<file path="config.mk">
export PLATFORM = sky130hd
export DESIGN_NAME = bgi_ctrl
export DESIGN_NICKNAME = d
export VERILOG_FILES = /design/src/sv/bgi_pkg.sv /design/src/sv/bgi_ctrl.sv
export SDC_FILE = /design/constraint.sdc
export NUM_CORES = 1
export LEC_CHECK = 0
export ABC_AREA = 1
export BUFFER_PORTS_ARGS = -buffer_cell sky130_fd_sc_hd__buf_2
export CELL_PAD_IN_SITES_DETAIL_PLACEMENT = 0
export CELL_PAD_IN_SITES_GLOBAL_PLACEMENT = 1
export CORE_MARGIN = 2
export CORE_UTILIZATION = 38
export CTS_CLUSTER_DIAMETER = 200
export CTS_CLUSTER_SIZE = 25
export DETAILED_ROUTE_END_ITERATION = 10
export PLACE_DENSITY = 0.94
export SYNTH_ARGS = -nofsm -noshare
export SYNTH_HDL_FRONTEND = slang
export SYNTH_SLANG_ARGS = --single-unit
</file>
<file path="constraint.sdc">
create_clock -name clk -period 2.05 [get_ports clk]
set_input_delay 0.205 -clock clk [delete_from_list [all_inputs] [get_ports clk]]
set_output_delay 0.205 -clock clk [all_outputs]
set_load 0.01 [all_outputs]
</file>
<file path="src/sv/bgi_pkg.sv">
`default_nettype none

package bgi_pkg;

    // Field and register widths
    localparam int Q_W         = 32;   // Q16.16 word
    localparam int STEP_W      = 31;   // grid spacing
    localparam int CNT_W       = 6;    // grid point count
    localparam int IDX_IN_W    = 5;    // write column/row index
    localparam int CFG_IDX_W   = 3;
    localparam int CFG_DATA_W  = 32;

    // Datapath widths
    localparam int U_W         = Q_W + 1;          // coordinate plus offset
    localparam int PROD_W      = Q_W + STEP_W;     // |delta| * remainder
    localparam int QUO_W       = 32;               // quotient bits per division
    localparam int DIV_CNT_W   = $clog2(QUO_W + 1);
    localparam int LERP_W      = Q_W + 2;          // base + signed quotient

    // Corner fetch
    localparam int CORNER_W    = 2;
    localparam int NUM_CORNERS = 4;
    localparam int FETCH_CNT_W = 3;

    // Register reset values
    localparam logic [Q_W-1:0]    OFFSET_RESET = '0;
    localparam logic [STEP_W-1:0] STEP_RESET   = 31'd65536;
    localparam logic [CNT_W-1:0]  COUNT_RESET  = 6'd32;

    // Saturation limits
    localparam logic [Q_W-1:0] Q_MAX = 32'h7FFF_FFFF;
    localparam logic [Q_W-1:0] Q_MIN = 32'h8000_0000;

    // Input operation codes
    localparam logic OPER_WRITE = 1'b0;
    localparam logic OPER_QUERY = 1'b1;

    // Configuration register indexes
    typedef enum logic [CFG_IDX_W-1:0] {
        CFG_X_OFFSET = 3'd0,
        CFG_X_STEP   = 3'd1,
        CFG_X_COUNT  = 3'd2,
        CFG_Y_OFFSET = 3'd3,
        CFG_Y_STEP   = 3'd4,
        CFG_Y_COUNT  = 3'd5
    } cfg_reg_t;

    // Datapath operations issued by the controller
    typedef enum logic [3:0] {
        OP_NONE,
        OP_LOAD,
        OP_WRITE,
        OP_DIV_IDX,
        OP_IDX_LATCH,
        OP_DIFF_X,
        OP_MUL_X,
        OP_DIV_X,
        OP_LERP_X,
        OP_DIFF_Y,
        OP_MUL_Y,
        OP_DIV_Y,
        OP_LERP_Y,
        OP_OUT_VAL,
        OP_OUT_OOR
    } dp_op_t;

    typedef enum logic [4:0] {
        ST_IDLE,
        ST_CHECK,
        ST_WAIT_IDX,
        ST_IDX,
        ST_FETCH,
        ST_DIFF_X,
        ST_MUL_X,
        ST_START_X,
        ST_WAIT_X,
        ST_LERP_X,
        ST_DIFF_Y,
        ST_MUL_Y,
        ST_START_Y,
        ST_WAIT_Y,
        ST_LERP_Y,
        ST_OUT_VAL,
        ST_OUT_OOR
    } ctl_state_t;

    typedef struct packed {
        dp_op_t              op;
        logic                rd_en;
        logic [CORNER_W-1:0] rd_corner;
        logic                cap_en;
        logic [CORNER_W-1:0] cap_corner;
    } dp_cmd_t;

    typedef struct packed {
        logic pre_ok;    // both axes pass sign, step and count checks
        logic idx_ok;    // both cell indexes leave room for the upper neighbor
        logic div_done;  // divider pass finished
    } dp_status_t;

endpackage

`default_nettype wire

</file>
<file path="src/sv/bgi_ctrl.sv">
`default_nettype none

module bgi_ctrl (
    input  wire logic                  clk,
    input  wire logic                  rst_n,
    input  wire logic                  in_valid,
    input  wire logic                  in_query,
    output logic                       in_ready,
    output logic                       out_valid,
    input  wire logic                  out_ready,
    input  wire bgi_pkg::dp_status_t   status,
    output bgi_pkg::dp_cmd_t           cmd
);
    import bgi_pkg::*;

    ctl_state_t             state_reg, state_next;
    logic [FETCH_CNT_W-1:0] fetch_cnt_reg, fetch_cnt_next;
    logic                   out_valid_reg, out_valid_next;

    logic in_fire;
    logic out_free;
    logic fetch_last;

    assign in_ready   = (state_reg == ST_IDLE);
    assign in_fire    = in_valid && in_ready;
    assign out_free   = !out_valid_reg || out_ready;
    assign fetch_last = (fetch_cnt_reg == FETCH_CNT_W'(NUM_CORNERS));
    assign out_valid  = out_valid_reg;

    // Next state
    always_comb
    begin
        state_next = state_reg;
        unique case (state_reg)
            ST_IDLE:     if (in_fire && in_query == OPER_QUERY) state_next = ST_CHECK;
            ST_CHECK:    state_next = status.pre_ok ? ST_WAIT_IDX : ST_OUT_OOR;
            ST_WAIT_IDX: if (status.div_done) state_next = ST_IDX;
            ST_IDX:      state_next = status.idx_ok ? ST_FETCH : ST_OUT_OOR;
            ST_FETCH:    if (fetch_last) state_next = ST_DIFF_X;
            ST_DIFF_X:   state_next = ST_MUL_X;
            ST_MUL_X:    state_next = ST_START_X;
            ST_START_X:  state_next = ST_WAIT_X;
            ST_WAIT_X:   if (status.div_done) state_next = ST_LERP_X;
            ST_LERP_X:   state_next = ST_DIFF_Y;
            ST_DIFF_Y:   state_next = ST_MUL_Y;
            ST_MUL_Y:    state_next = ST_START_Y;
            ST_START_Y:  state_next = ST_WAIT_Y;
            ST_WAIT_Y:   if (status.div_done) state_next = ST_LERP_Y;
            ST_LERP_Y:   state_next = ST_OUT_VAL;
            ST_OUT_VAL:  if (out_free) state_next = ST_IDLE;
            ST_OUT_OOR:  if (out_free) state_next = ST_IDLE;
            default:     state_next = ST_IDLE;
        endcase
    end

    // Datapath commands
    always_comb
    begin
        cmd            = '0;
        cmd.op         = OP_NONE;
        fetch_cnt_next = '0;
        out_valid_next = out_valid_reg && !out_ready;
        unique case (state_reg)
            ST_IDLE:
            begin
                if (in_fire)
                    cmd.op = (in_query == OPER_QUERY) ? OP_LOAD : OP_WRITE;
            end
            ST_CHECK:   if (status.pre_ok) cmd.op = OP_DIV_IDX;
            ST_IDX:     if (status.idx_ok) cmd.op = OP_IDX_LATCH;
            ST_FETCH:
            begin
                // read corner n while capturing corner n-1
                cmd.rd_en      = !fetch_last;
                cmd.rd_corner  = fetch_cnt_reg[CORNER_W-1:0];
                cmd.cap_en     = (fetch_cnt_reg != '0);
                cmd.cap_corner = CORNER_W'(fetch_cnt_reg - FETCH_CNT_W'(1));
                if (!fetch_last)
                    fetch_cnt_next = fetch_cnt_reg + FETCH_CNT_W'(1);
            end
            ST_DIFF_X:  cmd.op = OP_DIFF_X;
            ST_MUL_X:   cmd.op = OP_MUL_X;
            ST_START_X: cmd.op = OP_DIV_X;
            ST_LERP_X:  cmd.op = OP_LERP_X;
            ST_DIFF_Y:  cmd.op = OP_DIFF_Y;
            ST_MUL_Y:   cmd.op = OP_MUL_Y;
            ST_START_Y: cmd.op = OP_DIV_Y;
            ST_LERP_Y:  cmd.op = OP_LERP_Y;
            ST_OUT_VAL:
            begin
                if (out_free)
                begin
                    cmd.op         = OP_OUT_VAL;
                    out_valid_next = 1'b1;
                end
            end
            ST_OUT_OOR:
            begin
                if (out_free)
                begin
                    cmd.op         = OP_OUT_OOR;
                    out_valid_next = 1'b1;
                end
            end
            default: ;
        endcase
    end

    always_ff @(posedge clk or negedge rst_n)
    begin
        if (!rst_n)
        begin
            state_reg     <= ST_IDLE;
            fetch_cnt_reg <= '0;
            out_valid_reg <= 1'b0;
        end
        else
        begin
            state_reg     <= state_next;
            fetch_cnt_reg <= fetch_cnt_next;
            out_valid_reg <= out_valid_next;
        end
    end

    // Divider completion lands only in a wait state
    a_done_in_wait: assert property (@(posedge clk) disable iff (!rst_n)
        status.div_done |->
            (state_reg == ST_WAIT_IDX || state_reg == ST_WAIT_X || state_reg == ST_WAIT_Y))
        else $error("divider finished outside a wait state");

endmodule

`default_nettype wire

</file>
==> impl_metrics.ini <==
[outcome]
status = finished clean

[routing]
route.final.wire_length_um = 2060
postRouteAntennaNets = 0
route.detailed.vias_per_inst = 5.24
drcViolationCount = 0
avg_wl_per_cell_um = 11.3
number_of_detailed_route_iterations_in_the_first_pass = 4
route.vias.total = 954
detailedRoute.firstIterationViolations = 43

[logic_synthesis]
synth.ff_latch_count = 9
yosys.cell_count.top_type = sky130_fd_sc_hd__nand2_1
synth_commonest_cells = sky130_fd_sc_hd__nand2_1, sky130_fd_sc_hd__inv_1, sky130_fd_sc_hd__nor2_1
post_synth.cell_area_avg_um2 = 6.14
synthesis.nets = 143
synthTopCellsByArea = sky130_fd_sc_hd__dfrtp_1, sky130_fd_sc_hd__nand2_1, sky130_fd_sc_hd__nand3_1, sky130_fd_sc_hd__inv_1, sky130_fd_sc_hd__nor2_1
postSynthCellCount = 133
synthesis.area_um2 = 817
synth_cell_type_count = 21
post-synth-top-area-cell = sky130_fd_sc_hd__dfrtp_1
yosys_warnings = 0
synth-edff-count = 0
synth_top_area_share_pct = 27.6
portion_of_the_post_synthesis_area_used_by_sequential_elements_pct = 27.6
synthFlopType = sky130_fd_sc_hd__dfrtp_1
synth-async-reset-ratio_pct = 100

[placed_design]
gp_congestion = 0.860
detailed_place.area_um2 = 936
detailed_place_hpwl_um = 1620
io_buffers = 19

[clocking]
clock-sinks = 9
root_buffer = sky130_fd_sc_hd__clkbuf_4
cts_tree = built
post-cts-setup-buffer-count = 0
clk_pin_slew_worst_paths_ns = 0.06
htree_num_levels = 1
clock_insertion_delay_worst_skew_ns = 0.25
cts.path.max_buffers = 2
tritoncts_buffers = 3

[timing]
post-route-period-util_pct = 92.6
slew-limit-headroom_pct = 77.2
tightest_slew_ns = 0.342
finalWorstPathRequiredPeriod_ns = 1.90
max_slew_violations = 0
hold_viol_final = 0
setup_viol = 0
finalSetupTns_ns = 0
fin_skew_ns = 0.000275
achievable-frequency_mhz = 527

[floorplan]
dieHeight_um = 50.4
fp.dieArea_mm2 = 0.00254
start_util_pct = 40.8
floorplan.die.width_um = 50.4
core_area_mm2 = 0.00200
io_pins = 20
core.rowCount = 16

[power_and_ir_drop]
p_clk_share_pct = 9.5
ir_worst_vdd_v = 0.000720
internal-power_uw = 614
power.share.sequential_pct = 24.2
combPwrFrac_pct = 66.2
leakage_nw = 0.572
switching_power_uw = 757
powerDensity_mw_per_mm2 = 1400
switching_share_pct = 55.2

[critical_path]
internal_reg_to_reg_setup_slack_ns = 0.51
crit_fanout = 11
cp.arrival_ns = 1.69
required_ns = 1.85
critical_path.endpoint_type = primary output
worst-setup-path-type = flip-flop to primary output
worstSetupStartpointType = flip-flop

[grt]
grt_pass1_wl_um = 3530
overflow = 0
grt.total_usage_pct = 17.7
grt_start_max_net_pins = 12
grt_pass1_vias = 816
antenna_found_initial = 0

[final_layout]
finalNetCount = 166
layout-drive-gt1-share_pct = 23.2
final.fill_count = 232
syn_to_final_growth_pct = 19.6
antenna-diode-count = 0
design_area_um2 = 977
largest_register_ff_count = 5

[min_path]
holdCritPathClass = input port to flip-flop

[job]
maxCapViolations = 0
==> layout make-up <==
class	count	area, µm²	share of cell area, %
clock buffer	4	26.3	2.69
sequential	9	225	23.0
timing repair buffer	20	105	10.8
inverter	21	81.3	8.32
tap	27	33.8	3.46
multi-input combinational	101	505	51.7
==> power by group through the flow <==
| stage | combinational, mW | sequential [mW] | clock, mW |
|---|---|---|---|
| after floorplan | 0.671 | 0.305 | 0 |
| after global placement | 0.890 | 0.327 | 0 |
| after detailed placement | 0.889 | 0.329 | 0 |
| after CTS | 0.896 | 0.326 | 0.135 |
| after global routing | 1.03 | 0.341 | 0.149 |
| final | 0.908 | 0.332 | 0.131 |
==> placed cells by master, fill, tap and decap left out, types with 2 or more instances in the layout <==
master | synthesis | layout
sky130_fd_sc_hd__nor2_1 | 17 | 16
sky130_fd_sc_hd__a31oi_1 | 2 | 2
sky130_fd_sc_hd__clkbuf_4 | 0 | 3
sky130_fd_sc_hd__nand4_1 | 4 | 4
sky130_fd_sc_hd__o211ai_1 | 2 | 2
sky130_fd_sc_hd__nand2_1 | 39 | 39
sky130_fd_sc_hd__nor2_4 | 2 | 2
sky130_fd_sc_hd__o21ai_0 | 3 | 3
sky130_fd_sc_hd__dfrtp_1 | 9 | 9
sky130_fd_sc_hd__buf_2 | 2 | 19
sky130_fd_sc_hd__nor2_2 | 4 | 5
sky130_fd_sc_hd__ha_1 | 2 | 2
sky130_fd_sc_hd__nand2_2 | 2 | 2
sky130_fd_sc_hd__inv_1 | 19 | 19
sky130_fd_sc_hd__nand3_1 | 16 | 16
sky130_fd_sc_hd__a21oi_1 | 3 | 3
==> cells by family after synthesis <==
logic type,share of synthesized area [%]
simple gates,48.5
buf+inv,10.9
compound gates,8.88
flops,27.6
fa+ha+maj,3.06
xor+xnor,1.07
==> metrics by stage <==
stage	instances	hold WS [ns]	util (%)	total power [mW]	setup slack, ns
floorplan	133	-0.0906	-	0.976	0.655
global route	182	0.290	48.8	1.52	-0.0189
CTS	182	0.269	48.6	1.36	0.108
global placement	177	0.0675	46.8	1.22	0.417
finish	182	0.273	48.8	1.37	0.151
detailed placement	177	0.0751	46.8	1.22	0.385
==> worst max-delay path, cell delays in order, from the launching register on <==
cell	delay, ns
sky130_fd_sc_hd__dfrtp_1	0.47
sky130_fd_sc_hd__inv_4	0.15
sky130_fd_sc_hd__nand2_1	0.11
sky130_fd_sc_hd__nor2_2	0.17
sky130_fd_sc_hd__nand2_1	0.12
sky130_fd_sc_hd__o21ai_0	0.14
sky130_fd_sc_hd__nor2_1	0.08
sky130_fd_sc_hd__nand4_1	0.07
sky130_fd_sc_hd__buf_2	0.13
==> repair_timing <==
item / 4_1_cts / 5_1_grt
hold buffers: 1 / 0
endpoints found under the setup margin: 0 / 2
hold endpoints to repair: 9 / 0
gates resized for setup: 0 / 2
==> per-layer routing <==
layer / track usage (%) / part of all wire (%) / routed length (µm) / vias to the layer above
li1: - / - / - / 470
met1: 24.0 / 44 / 905 / 428
met2: 28.9 / 47 / 964 / 51
met3: 5.36 / 8.0 / 165 / 5
met4: 1.35 / 0.97 / 20 / 0
met5: 0 / 0 / 0 / -
==> final timing paths <==
check	startpoint	to	depth (start not counted)
max in group asynchronous	rst_n	fetch_cnt_reg[0]	2
min in group asynchronous	rst_n	state_reg[3]	2
setup reg to reg	state_reg[3]	state_reg[1]	9
hold / removal	status[2]	state_reg[4]	4
hold reg to reg	state_reg[3]	state_reg[3]	2
setup / recovery	state_reg[4]	cmd[6]	8
Power figures use the tool's default switching activity.
